## config.mk

```make
export PLATFORM = sky130hd
export DESIGN_NAME = http_body_dechunker
export DESIGN_NICKNAME = d
export VERILOG_FILES = /design/src/rtl/hbd_pkg.sv /design/src/rtl/http_body_dechunker.sv
export SDC_FILE = /design/constraint.sdc
export NUM_CORES = 1
export LEC_CHECK = 0
export BUFFER_PORTS_ARGS = -buffer_cell sky130_fd_sc_hd__buf_2
export CAP_MARGIN = 10
export CORE_MARGIN = 3
export CORE_UTILIZATION = 35
export CTS_CLUSTER_SIZE = 25
export DETAILED_ROUTE_END_ITERATION = 16
export PLACE_DENSITY = 0.54
export SLEW_MARGIN = 20
export SYNTH_ARGS = -nofsm -noshare
export SYNTH_HDL_FRONTEND = slang
export SYNTH_SLANG_ARGS = --single-unit
```

## constraint.sdc

```tcl
create_clock -name aclk -period 3.2 [get_ports aclk]
set_clock_uncertainty 0.2 [all_clocks]
set_input_delay 0.16 -clock aclk [delete_from_list [all_inputs] [get_ports aclk]]
set_output_delay 0.16 -clock aclk [all_outputs]
set_load 0.005 [all_outputs]
```

## src/rtl/hbd_pkg.sv

```systemverilog
package hbd_pkg;

    localparam int MAX_SIZE_LINE_DEF = 1000;
    localparam int LENGTH_BITS_DEF   = 32;
    localparam int LINE_LEN_W        = 10;
    localparam int CFG_DATA_W        = 32;
    localparam int CFG_INDEX_W       = 2;

    localparam logic [CFG_INDEX_W-1:0] CFG_CHUNKED_MODE   = 2'd0;
    localparam logic [CFG_INDEX_W-1:0] CFG_CONTENT_LENGTH = 2'd1;
    localparam logic [CFG_INDEX_W-1:0] CFG_COMBINE_CHUNKS = 2'd2;

    localparam logic REQ_START = 1'b0;
    localparam logic REQ_BYTE  = 1'b1;

    localparam logic [7:0] CHAR_LF = 8'h0A;
    localparam logic [7:0] CHAR_CR = 8'h0D;

    typedef enum logic [2:0] {
        PH_IDLE  = 3'd0,
        PH_SIZE  = 3'd1,
        PH_DATA  = 3'd2,
        PH_TERM  = 3'd3,
        PH_FIXED = 3'd4,
        PH_DONE  = 3'd5,
        PH_ERROR = 3'd6
    } phase_t;

    typedef enum logic [1:0] {
        ST_MORE  = 2'd0,
        ST_CHUNK = 2'd1,
        ST_BODY  = 2'd2,
        ST_ERR   = 2'd3
    } status_t;

    typedef enum logic [2:0] {
        ERR_NONE     = 3'd0,
        ERR_BAD_SIZE = 3'd1,
        ERR_OVERFLOW = 3'd2,
        ERR_LONG     = 3'd3,
        ERR_BAD_TERM = 3'd4
    } err_t;

    // hex digit check and value
    function automatic logic is_hex(input logic [7:0] b);
        return (b >= 8'h30 && b <= 8'h39) || (b >= 8'h61 && b <= 8'h66) ||
               (b >= 8'h41 && b <= 8'h46);
    endfunction

    function automatic logic [3:0] hex_val(input logic [7:0] b);
        logic [3:0] v;
        if (b >= 8'h30 && b <= 8'h39) begin
            v = b[3:0];
        end else begin
            v = 4'(b[3:0] + 4'd9);  // 'a'/'A' have low nibble 1
        end
        return v;
    endfunction

    function automatic logic is_blank(input logic [7:0] b);
        return b == 8'h20 || b == 8'h09 || b == 8'h0D || b == 8'h0B || b == 8'h0C;
    endfunction

endpackage

```

## src/rtl/http_body_dechunker.sv

```systemverilog
// HTTP body extractor, one stream byte per item.
// Input channel (s_valid/s_ready): s_req_type 0 starts a message and picks
// the mode from the configuration registers; s_req_type 1 carries
// s_data_byte. Fixed mode passes content_length bytes; chunked mode parses
// hex size lines, passes chunk data and checks the CRLF after each chunk.
// Result channel (m_valid/m_ready): exactly one result per input item with
// body byte (if any), consumed flag, status and error kind.
// Configuration: cfg_wr_en/cfg_index/cfg_data; the user must write it only
// while idle, which the block does not enforce. One output register holds each
// result, which appears in the cycle after its item is accepted. One item per
// cycle while m_ready is high; the parser update is one shift/add/compare step.
// When the receiver stalls, the output register holds its result and
// s_ready drops until it is taken; nothing is lost.
// Reset (aresetn low, synchronous): parser returns to idle, output empty,
// chunked_mode 0, content_length 0, combine_chunks 1.
// After body complete or error, bytes are not consumed until the next start.
module http_body_dechunker
    import hbd_pkg::*;
#(
    parameter int MAX_SIZE_LINE = MAX_SIZE_LINE_DEF,
    parameter int LENGTH_BITS   = LENGTH_BITS_DEF
) (
    input  logic                   aclk,
    input  logic                   aresetn,

    input  logic                   cfg_wr_en,
    input  logic [CFG_INDEX_W-1:0] cfg_index,
    input  logic [CFG_DATA_W-1:0]  cfg_data,

    input  logic                   s_valid,
    output logic                   s_ready,
    input  logic                   s_req_type,
    input  logic [7:0]             s_data_byte,

    output logic                   m_valid,
    input  logic                   m_ready,
    output logic                   m_body_valid,
    output logic [7:0]             m_body_byte,
    output logic                   m_consumed,
    output logic [1:0]             m_status,
    output logic [2:0]             m_error_kind
);

    localparam int LW = LENGTH_BITS;

    // configuration
    logic                  chunked_mode_reg;
    logic [CFG_DATA_W-1:0] content_length_reg;
    logic                  combine_chunks_reg;

    // parser state
    phase_t                phase_reg, phase_next;
    logic [LW-1:0]         bytes_left_reg, bytes_left_next;
    logic [LW-1:0]         size_accum_reg, size_accum_next;
    logic                  digit_seen_reg, digit_seen_next;
    logic                  digits_ended_reg, digits_ended_next;
    logic                  size_overflow_reg, size_overflow_next;
    logic [LINE_LEN_W-1:0] line_length_reg, line_length_next;
    logic                  term_first_ok_reg, term_first_ok_next;
    logic                  term_count_reg, term_count_next;
    err_t                  error_code_reg, error_code_next;

    // result register
    logic       m_valid_reg;
    logic       body_valid_reg, body_valid_next;
    logic [7:0] body_byte_reg, body_byte_next;
    logic       consumed_reg, consumed_next;
    status_t    status_reg, status_next;
    err_t       error_kind_reg, error_kind_next;

    logic          s_accept;
    logic [63:0]   cl_wide;
    logic [LW-1:0] cl_len;
    phase_t        start_phase;
    phase_t        eff_phase;
    logic [LW-1:0] eff_bytes_left;
    logic          line_full;
    logic          accum_top_set;

    assign s_ready  = !m_valid_reg || m_ready;
    assign s_accept = s_valid && s_ready;

    assign cl_wide = {{(64 - CFG_DATA_W){1'b0}}, content_length_reg};
    assign cl_len  = cl_wide[LW-1:0];

    assign start_phase = chunked_mode_reg ? PH_SIZE :
                         (cl_len == '0) ? PH_DONE : PH_FIXED;

    // a byte that arrives before any start behaves as if a start came first
    assign eff_phase      = (phase_reg == PH_IDLE) ? start_phase : phase_reg;
    assign eff_bytes_left = (phase_reg == PH_IDLE && !chunked_mode_reg) ?
                            cl_len : bytes_left_reg;

    assign line_full     = line_length_reg >= LINE_LEN_W'(MAX_SIZE_LINE);
    assign accum_top_set = size_accum_reg[LW-1 -: 4] != 4'd0;

    // next parser state
    always_comb begin
        phase_next         = phase_reg;
        bytes_left_next    = bytes_left_reg;
        size_accum_next    = size_accum_reg;
        digit_seen_next    = digit_seen_reg;
        digits_ended_next  = digits_ended_reg;
        size_overflow_next = size_overflow_reg;
        line_length_next   = line_length_reg;
        term_first_ok_next = term_first_ok_reg;
        term_count_next    = term_count_reg;
        error_code_next    = error_code_reg;

        if (s_req_type == REQ_START) begin
            phase_next         = start_phase;
            bytes_left_next    = chunked_mode_reg ? '0 : cl_len;
            size_accum_next    = '0;
            digit_seen_next    = 1'b0;
            digits_ended_next  = 1'b0;
            size_overflow_next = 1'b0;
            line_length_next   = '0;
            term_first_ok_next = 1'b0;
            term_count_next    = 1'b0;
            error_code_next    = ERR_NONE;
        end else begin
            phase_next      = eff_phase;
            bytes_left_next = eff_bytes_left;
            unique case (eff_phase)
                PH_FIXED, PH_DATA: begin
                    if (eff_bytes_left == '0) begin
                        phase_next = PH_DONE;
                    end else begin
                        bytes_left_next = eff_bytes_left - LW'(1);
                        if (eff_bytes_left == LW'(1)) begin
                            if (eff_phase == PH_FIXED) begin
                                phase_next = PH_DONE;
                            end else begin
                                phase_next         = PH_TERM;
                                term_count_next    = 1'b0;
                                term_first_ok_next = 1'b0;
                            end
                        end
                    end
                end
                PH_TERM: begin
                    if (!term_count_reg) begin
                        term_first_ok_next = (s_data_byte == CHAR_CR);
                        term_count_next    = 1'b1;
                    end else if (term_first_ok_reg && s_data_byte == CHAR_LF) begin
                        term_count_next    = 1'b0;
                        term_first_ok_next = 1'b0;
                        size_accum_next    = '0;
                        digit_seen_next    = 1'b0;
                        digits_ended_next  = 1'b0;
                        size_overflow_next = 1'b0;
                        line_length_next   = '0;
                        phase_next         = PH_SIZE;
                    end else begin
                        error_code_next = ERR_BAD_TERM;
                        phase_next      = PH_ERROR;
                    end
                end
                PH_SIZE: begin
                    if (s_data_byte == CHAR_LF) begin
                        if (!digit_seen_reg) begin
                            error_code_next = ERR_BAD_SIZE;
                            phase_next      = PH_ERROR;
                        end else if (size_overflow_reg) begin
                            error_code_next = ERR_OVERFLOW;
                            phase_next      = PH_ERROR;
                        end else if (size_accum_reg == '0) begin
                            phase_next = PH_DONE;
                        end else begin
                            bytes_left_next    = size_accum_reg;
                            size_accum_next    = '0;
                            digit_seen_next    = 1'b0;
                            digits_ended_next  = 1'b0;
                            size_overflow_next = 1'b0;
                            line_length_next   = '0;
                            phase_next         = PH_DATA;
                        end
                    end else if (line_full) begin
                        error_code_next = ERR_LONG;
                        phase_next      = PH_ERROR;
                    end else begin
                        line_length_next = line_length_reg + LINE_LEN_W'(1);
                        if (!digits_ended_reg) begin
                            if (is_hex(s_data_byte)) begin
                                if (accum_top_set) begin
                                    size_overflow_next = 1'b1;
                                end
                                size_accum_next = {size_accum_reg[LW-5:0],
                                                   hex_val(s_data_byte)};
                                digit_seen_next = 1'b1;
                            end else if (digit_seen_reg || !is_blank(s_data_byte)) begin
                                digits_ended_next = 1'b1;
                            end
                        end
                    end
                end
                PH_DONE: begin
                    phase_next = PH_DONE;
                end
                default: begin
                    phase_next = PH_ERROR;
                end
            endcase
        end
    end

    // result of the accepted item
    always_comb begin
        body_valid_next = 1'b0;
        body_byte_next  = 8'h00;
        consumed_next   = 1'b0;
        status_next     = ST_MORE;
        error_kind_next = ERR_NONE;

        if (s_req_type == REQ_START) begin
            status_next = (start_phase == PH_DONE) ? ST_BODY : ST_MORE;
        end else begin
            unique case (eff_phase)
                PH_FIXED, PH_DATA: begin
                    if (eff_bytes_left == '0) begin
                        status_next = ST_BODY;
                    end else begin
                        consumed_next   = 1'b1;
                        body_valid_next = 1'b1;
                        body_byte_next  = s_data_byte;
                        if (eff_bytes_left == LW'(1) && eff_phase == PH_FIXED) begin
                            status_next = ST_BODY;
                        end
                    end
                end
                PH_TERM: begin
                    consumed_next = 1'b1;
                    if (term_count_reg) begin
                        if (term_first_ok_reg && s_data_byte == CHAR_LF) begin
                            status_next = combine_chunks_reg ? ST_MORE : ST_CHUNK;
                        end else begin
                            status_next     = ST_ERR;
                            error_kind_next = ERR_BAD_TERM;
                        end
                    end
                end
                PH_SIZE: begin
                    consumed_next = 1'b1;
                    if (s_data_byte == CHAR_LF) begin
                        if (!digit_seen_reg) begin
                            status_next     = ST_ERR;
                            error_kind_next = ERR_BAD_SIZE;
                        end else if (size_overflow_reg) begin
                            status_next     = ST_ERR;
                            error_kind_next = ERR_OVERFLOW;
                        end else if (size_accum_reg == '0) begin
                            status_next = ST_BODY;
                        end
                    end else if (line_full) begin
                        status_next     = ST_ERR;
                        error_kind_next = ERR_LONG;
                    end
                end
                PH_DONE: begin
                    status_next = ST_BODY;
                end
                default: begin
                    status_next     = ST_ERR;
                    error_kind_next = error_code_reg;
                end
            endcase
        end
    end

    // configuration registers
    always_ff @(posedge aclk) begin
        if (!aresetn) begin
            chunked_mode_reg   <= 1'b0;
            content_length_reg <= '0;
            combine_chunks_reg <= 1'b1;
        end else if (cfg_wr_en) begin
            case (cfg_index)
                CFG_CHUNKED_MODE:   chunked_mode_reg   <= cfg_data[0];
                CFG_CONTENT_LENGTH: content_length_reg <= cfg_data;
                CFG_COMBINE_CHUNKS: combine_chunks_reg <= cfg_data[0];
                default: ;
            endcase
        end
    end

    // parser state
    always_ff @(posedge aclk) begin
        if (!aresetn) begin
            phase_reg         <= PH_IDLE;
            bytes_left_reg    <= '0;
            size_accum_reg    <= '0;
            digit_seen_reg    <= 1'b0;
            digits_ended_reg  <= 1'b0;
            size_overflow_reg <= 1'b0;
            line_length_reg   <= '0;
            term_first_ok_reg <= 1'b0;
            term_count_reg    <= 1'b0;
            error_code_reg    <= ERR_NONE;
        end else if (s_accept) begin
            phase_reg         <= phase_next;
            bytes_left_reg    <= bytes_left_next;
            size_accum_reg    <= size_accum_next;
            digit_seen_reg    <= digit_seen_next;
            digits_ended_reg  <= digits_ended_next;
            size_overflow_reg <= size_overflow_next;
            line_length_reg   <= line_length_next;
            term_first_ok_reg <= term_first_ok_next;
            term_count_reg    <= term_count_next;
            error_code_reg    <= error_code_next;
        end
    end

    // output register
    always_ff @(posedge aclk) begin
        if (!aresetn) begin
            m_valid_reg <= 1'b0;
        end else if (s_accept) begin
            m_valid_reg <= 1'b1;
        end else if (m_ready) begin
            m_valid_reg <= 1'b0;
        end
    end

    always_ff @(posedge aclk) begin
        if (s_accept) begin
            body_valid_reg <= body_valid_next;
            body_byte_reg  <= body_byte_next;
            consumed_reg   <= consumed_next;
            status_reg     <= status_next;
            error_kind_reg <= error_kind_next;
        end
    end

    assign m_valid      = m_valid_reg;
    assign m_body_valid = body_valid_reg;
    assign m_body_byte  = body_byte_reg;
    assign m_consumed   = consumed_reg;
    assign m_status     = status_reg;
    assign m_error_kind = error_kind_reg;

endmodule
```

==> results.cfg, run 1 <==
[synth]
seq_area_frac_synth_pct = 35.3
avgSynthCellArea_sq_um = 7.51
yosysTopAreaCellShare_pct = 29.7
syn_nets = 1133
synth_ff_type = dfxtp_1
synth_top_cell_by_area = dfxtp_1
yosysUniqueCellTypes = 72
ys_warn_count = 0
synth_edf_count = 15
ys_async_sr_fraction_pct = 0
ys_ff_latch = 135
synthCells = 1078
syn_area_sq_um = 8090
synth_area_leaders = dfxtp_1 (30%), a21oi_1 (9.0%), nand2_1 (8.6%), edfxtp_1 (5.6%), mux2i_1 (4.5%)

[routing]
wl_per_cell_um = 19.2
wl_met3_um = 2100
wl_met2_um = 13000
top_layer = met4
drt-pass1-iter-count = 6
drc = 0
ant_nets = 0
wirelength_met1_um = 13700
num_vias = 8729
drt-vias-per-instance = 5.69
drt-initial-drc-count = 831
wl_um = 29500

[floorplanning]
fp.dieW_um = 158
die_area_sq_um = 25000
core_area_sq_um = 22700
die_height_um = 158
start_util_pct = 35.6
io_pins = 65
rows = 55

[timing]
rsz0062_at_grt = false
setup_viol = 0
timing.hold.ws_ns = 0.0402
finalHoldViolCount = 0
finalCriticalPeriod_ns = 3.12
post-route-period-util_pct = 97.5
max_freq_mhz = 321
maxSlewViolCount = 0
slew-limit-headroom_pct = 32.5
tightest_slew_ns = 1.01

[clock_tree]
path_clk_slew_ns = 0.06
cts_buffers = 17
cts-root-buf = clkbuf_16
clkLatencyLatePin_ns = 0.43
h-tree-depth = 4
cts_tree = built
clk_path_buf_depth = 2
cts.sinks = 135

[setup_path]
timing.rr.start = phase_reg[0]
end_kind = flip-flop
crit_buf_inv = 2
crit_path_max_incr_delay_ns = 0.48
cp.arrival_ns = 3.26
critPathSlowestCell = a311oi_1
r2r_end = bytes_left_reg[16]
endpoint = bytes_left_reg[16]
reg2reg_depth = 10
cp_cell_sequence = nor4_4 -> buf_4 -> mux2i_1 -> ha_1 -> o221ai_1 -> a311oi_1 -> buf_4 -> xnor2_1 -> a21oi_1 -> a211oi_1
startpoint = phase_reg[0]
reg2reg_slack_ns = 0.08
path_common_cell = buf_4
cp_top_family = compound AO/OA/AOI/OAI gates
start_kind = flip-flop
critical_path_cell_count = 10
worstPathMaxFanout = 5
cp.required_ns = 3.34
worstSetupPathType = flip-flop to flip-flop

[final_layout]
antenna_cells = 0
nFillCells = 2273
fin_nets = 1290
multi_input_area_sq_um = 4950
layout-drive-gt1-share_pct = 18.8
synthToLayoutAreaGrowth_pct = 28.2
regArea_sq_um = 2850

[global_routing]
grt_overflow_total = 0
grtUsageTotal_pct = 23.2
grt_pass1_wl_um = 45500
grt_max_degree = 43
antenna_found_initial = 0
grt_pass1_vias = 7994

[worst_hold_path]
min_path_type = input port to flip-flop
hold_depth = 3

[place]
dp_hpwl_um = 21100
portBuffers = 64
place_congestion = 0.943

[power_and_ir_drop]
leakage_nw = 3.97
ir_drop_mv = 0.314
power_w = 0.00533
p_per_area_nw_per_um2 = 513

[run]
maxCapViolations = 0

[status]
status = finished, final reports clean
[layout by cell type (no fill, tap or decap), types with 12 or more instances in the layout]
cell type	instances
nand2_1	186
a21oi_1	145
dfxtp_1	120
buf_4	102
nor2_1	85
buf_2	64
o21ai_0	46
dlygate4sd3_1	46
nand3_1	45
nor3_1	37
mux2i_1	35
nor4_1	22
o31ai_1	19
a31oi_1	18
clkbuf_16	18
xor2_1	16
edfxtp_1	15
and2_1	12
[how the worst min path moves through the flow]
stage	startpoint	to	slack, ns
finish	s_data_byte[1]	m_body_byte[1]	0.04
global route	s_data_byte[1]	m_body_byte[1]	0.05
CTS	s_data_byte[1]	m_body_byte[1]	0.02
detailed placement	cfg_data[24]	cl_len[24]	0.21
global placement	cfg_data[13]	cl_len[13]	0.20
floorplan	cfg_data[0]	combine_chunks_reg	0.09
[power by group]
group,switching (W),internal [W]
registers,0.0000613,0.00179
clock network,0.000802,0.00116
logic,0.000884,0.000629
total,0.00175,0.00358
[synth_stat cells, types with 4 or more instances]
cell / n
nor4_1: 27
a221oi_1: 8
nor2b_1: 4
buf_1: 10
nor3_1: 38
edfxtp_1: 15
xnor2_1: 8
nand2_1: 186
a211o_1: 7
nand2b_1: 10
nand3_1: 45
and4_1: 4
a311oi_1: 6
and2_1: 12
nand3b_1: 4
o21ai_0: 46
nand4_1: 8
o311a_1: 4
a21oi_1: 145
ha_1: 7
o221ai_1: 5
and3_1: 9
o22ai_1: 11
xor2_1: 16
inv_1: 10
nor2_1: 88
a211oi_1: 8
a31oi_1: 18
or3_1: 10
mux2i_1: 36
o31ai_1: 19
or2_2: 8
clkbuf_1: 54
buf_2: 9
o31a_1: 4
dfxtp_1: 120
[metrics by stage]
step                      setup WS, ns  std cells  area (sq um)  utilization [%]   TNS, ns
after floorplan                  0.105       1078          8100                -         0
after global placement         -0.0217       1452          9280             40.8   -0.0290
after detailed placement      -0.00993       1452          9280             40.8  -0.00993
after CTS                       0.0851       1533         10300             45.5         0
after global routing           0.00951       1533         10400             45.7         0
final                           0.0809       1533         10400             45.7         0
[repair_timing]
item,CTS,global route
gates cloned,0,0
pin swaps,1,0
setup endpoints to repair,2,20
hold buffers,46,0
hold endpoints to repair,52,0
gates resized for setup,0,6
setup buffers,3,0
[logic make-up after synthesis]
group	synth area share, %
AND/OR/NAND/NOR	27.2
AO/OA/AOI/OAI	24.4
flip-flops	35.3
buffers and inverters	4.55
multiplexers	4.92
XOR/XNOR	2.60
adder cells (fa/ha/maj)	1.08
[per-layer routing]
metal	vias to the layer above	global-route usage, %
li1	4252	-
met1	4093	33.3
met2	338	35.1
met3	46	4.81
met4	0	7.09
met5	-	0
[area by class of cell]
cell class	instances	area share (%)
Sequential cell	135	27.5
Multi-Input combinational cell	854	47.7
Inverter	13	0.470
Clock inverter	10	0.929
Clock buffer	22	4.68
Timing Repair Buffer	214	15.3
Tap cell	285	3.44
[worst reg2reg max path, stage by stage, from the launching register on]
cell and delay (ns):
dfxtp_1 0.35, nor4_4 0.36, buf_4 0.19, mux2i_1 0.27
ha_1 0.31, o221ai_1 0.24, a311oi_1 0.48, buf_4 0.20
xnor2_1 0.11, a21oi_1 0.08, a211oi_1 0.25
Power figures use the tool's default switching activity.
==> run 2: changes to the inputs <==
--- a/config.mk
+++ b/config.mk
@@ -5,7 +5,7 @@
 export SDC_FILE = /design/constraint.sdc
 export NUM_CORES = 1
 export LEC_CHECK = 0
-export BUFFER_PORTS_ARGS = -buffer_cell sky130_fd_sc_hd__buf_2
+export BUFFER_PORTS_ARGS = -buffer_cell sky130_fd_sc_hd__buf_4
 export CAP_MARGIN = 10
 export CORE_MARGIN = 3
 export CORE_UTILIZATION = 35
==> run 2 against run 1 <==
Against the previous run: cell area up 1.9%; non-clock buffer count down 3; final cell count down 0.20%; critical path depth down 2; clock power up 8%; first-iteration DRC count down 8.4%; sequential share of layout area down 0.52 points; highest routed layer unchanged; clock-buffer cell count down 2; wire length down 0.49%; register-to-register slack better by 0.03 ns; maximum frequency up 0.84%; via count up 1.1%.
==> results.cfg, run 2 (synthesis results as in run 1) <==
[setup_path]
cp_top_family = simple AND/OR/NAND/NOR gates
reg2reg_slack_ns = 0.11
worstSetupPathType = flip-flop to flip-flop
cp_cell_sequence = or4_4 -> mux2_4 -> and4_2 -> a311oi_2 -> xor2_1 -> a221oi_1 -> buf_4 -> a2111oi_2
end_kind = flip-flop
crit_buf_inv = 1
critPathSlowestCell = or4_4
start_kind = flip-flop
crit_path_max_incr_delay_ns = 0.68
cp.arrival_ns = 3.21
worstPathMaxFanout = 10
cp.required_ns = 3.32

[timing]
tightest_slew_ns = 0.878
post-route-period-util_pct = 96.7
slew-limit-headroom_pct = 41.0
max_freq_mhz = 323
finalCriticalPeriod_ns = 3.09
finalHoldViolCount = 0
worst_slack_ns = 0.107
maxSlewViolCount = 0
setup_viol = 0
rsz0062_at_grt = true

[floorplanning]
die_height_um = 158
core_area_sq_um = 22700
fp.dieW_um = 158
rows = 55
io_pins = 65
start_util_pct = 35.6
die_area_sq_um = 25000

[clock_tree]
clk_path_buf_depth = 2
cts-root-buf = clkbuf_16
h-tree-depth = 4
cts_buffers = 17
cts_tree = built
clkLatencyLatePin_ns = 0.42
cts.sinks = 135
path_clk_slew_ns = 0.06
cts_setup_buffers = 0

[final_layout]
fin_nets = 1287
synthToLayoutAreaGrowth_pct = 30.6
design_area_sq_um = 10600
antenna_cells = 0
utilization_pct = 46.6
layout-drive-gt1-share_pct = 18.1
layout_common_cells = nand2_1 (186), buf_4 (157), a21oi_1 (145), dfxtp_1 (120), nor2_1 (85)
final_common_cell = nand2_1
final_cells = 1530

[routing]
wl_per_cell_um = 19.2
drt-pass1-iter-count = 6
ant_nets = 0
wl_um = 29400
num_vias = 8826
drt-vias-per-instance = 5.77
drt-initial-drc-count = 761
drc = 0

[power_and_ir_drop]
ir_drop_mv = 0.306
power_w = 0.00549
p_per_area_nw_per_um2 = 519
leakage_nw = 4.03

[run]
maxCapViolations = 0

[worst_hold_path]
min_path_type = input port to flip-flop

[global_routing]
grt_pass1_wl_um = 46300
grtUsageTotal_pct = 23.4
grt_pass1_vias = 8186
grt_max_degree = 56
grt_overflow_total = 0
antenna_found_initial = 0

[status]
status = finished, final reports clean

[place]
place_congestion = 0.960
post-place-ws_ns = 0.102
placed_cells = 1448
dp_hpwl_um = 20700
portBuffers = 64
post_dp_cell_area_sq_um = 9430
==> run 2: changes by cell type in the layout (fill, tap and decap cells not counted), moves of 2 or more <==
cell           before  now
dlygate4sd3_1      46   50
nor4_1             22   25
buf_2              64    0
bufinv_16           1    4
buf_4             102  157
buf_12              2    4
clkinvlp_4          4    2
nor4_2              5    2
==> run 2: repair_timing <==
action                                  CTS  global route
endpoints found under the setup margin    0            19
resized for setup                         0             4
hold buffers                             50             0
endpoints found under the hold margin    52             0
==> run 2: metal layers <==
metal	vias up	global-route usage, %	wire [um]
met4	0	5.86	549
li1	4249	-	-
met3	39	4.18	2080
met5	-	0	0
met2	374	36.9	13300
met1	4164	33.1	13400
==> run 2: layout make-up <==
type | count | area (sq um)
clock inverter | 12 | 176
tap | 285 | 357
sequential | 135 | 2850
clock buffer | 20 | 447
timing repair buffer | 211 | 1760
multi-input combinational | 854 | 4930
fill | 2269 | 12100
inverter | 13 | 51.3
==> run 2: path summary, 6_finish.rpt <==
kind,startpoint,endpoint,cells after the start
max,phase_reg[2],bytes_left_reg[20],8
min,s_data_byte[1],m_body_byte[1],3
max reg2reg,phase_reg[2],bytes_left_reg[20],8
min reg2reg,line_length_reg[8],line_length_reg[8],2
==> run 2: stage by stage <==
stage / setup TNS, ns / hold WS [ns]
floorplan: 0 / 0.0851
global placement: 0 / 0.203
detailed placement: 0 / 0.206
CTS: 0 / 0.00786
global route: -0.0139 / 0.0352
finish: 0 / 0.0194
==> run 2: worst register-to-register path, stage by stage, from the launching register on <==
cell	delay, ns
dfxtp_1	0.35
or4_4	0.68
mux2_4	0.37
and4_2	0.33
a311oi_2	0.37
xor2_1	0.19
a221oi_1	0.09
buf_4	0.18
a2111oi_2	0.25
==> run 2: power breakdown <==
part / leakage (nW) / switching [W] / internal (W) / total [W]
logic: 2.60 / 0.000878 / 0.000648 / 0.00153
registers: 1.13 / 0.0000622 / 0.00179 / 0.00185
clock network: 0.300 / 0.000781 / 0.00133 / 0.00211
total: 4.03 / 0.00172 / 0.00377 / 0.00549
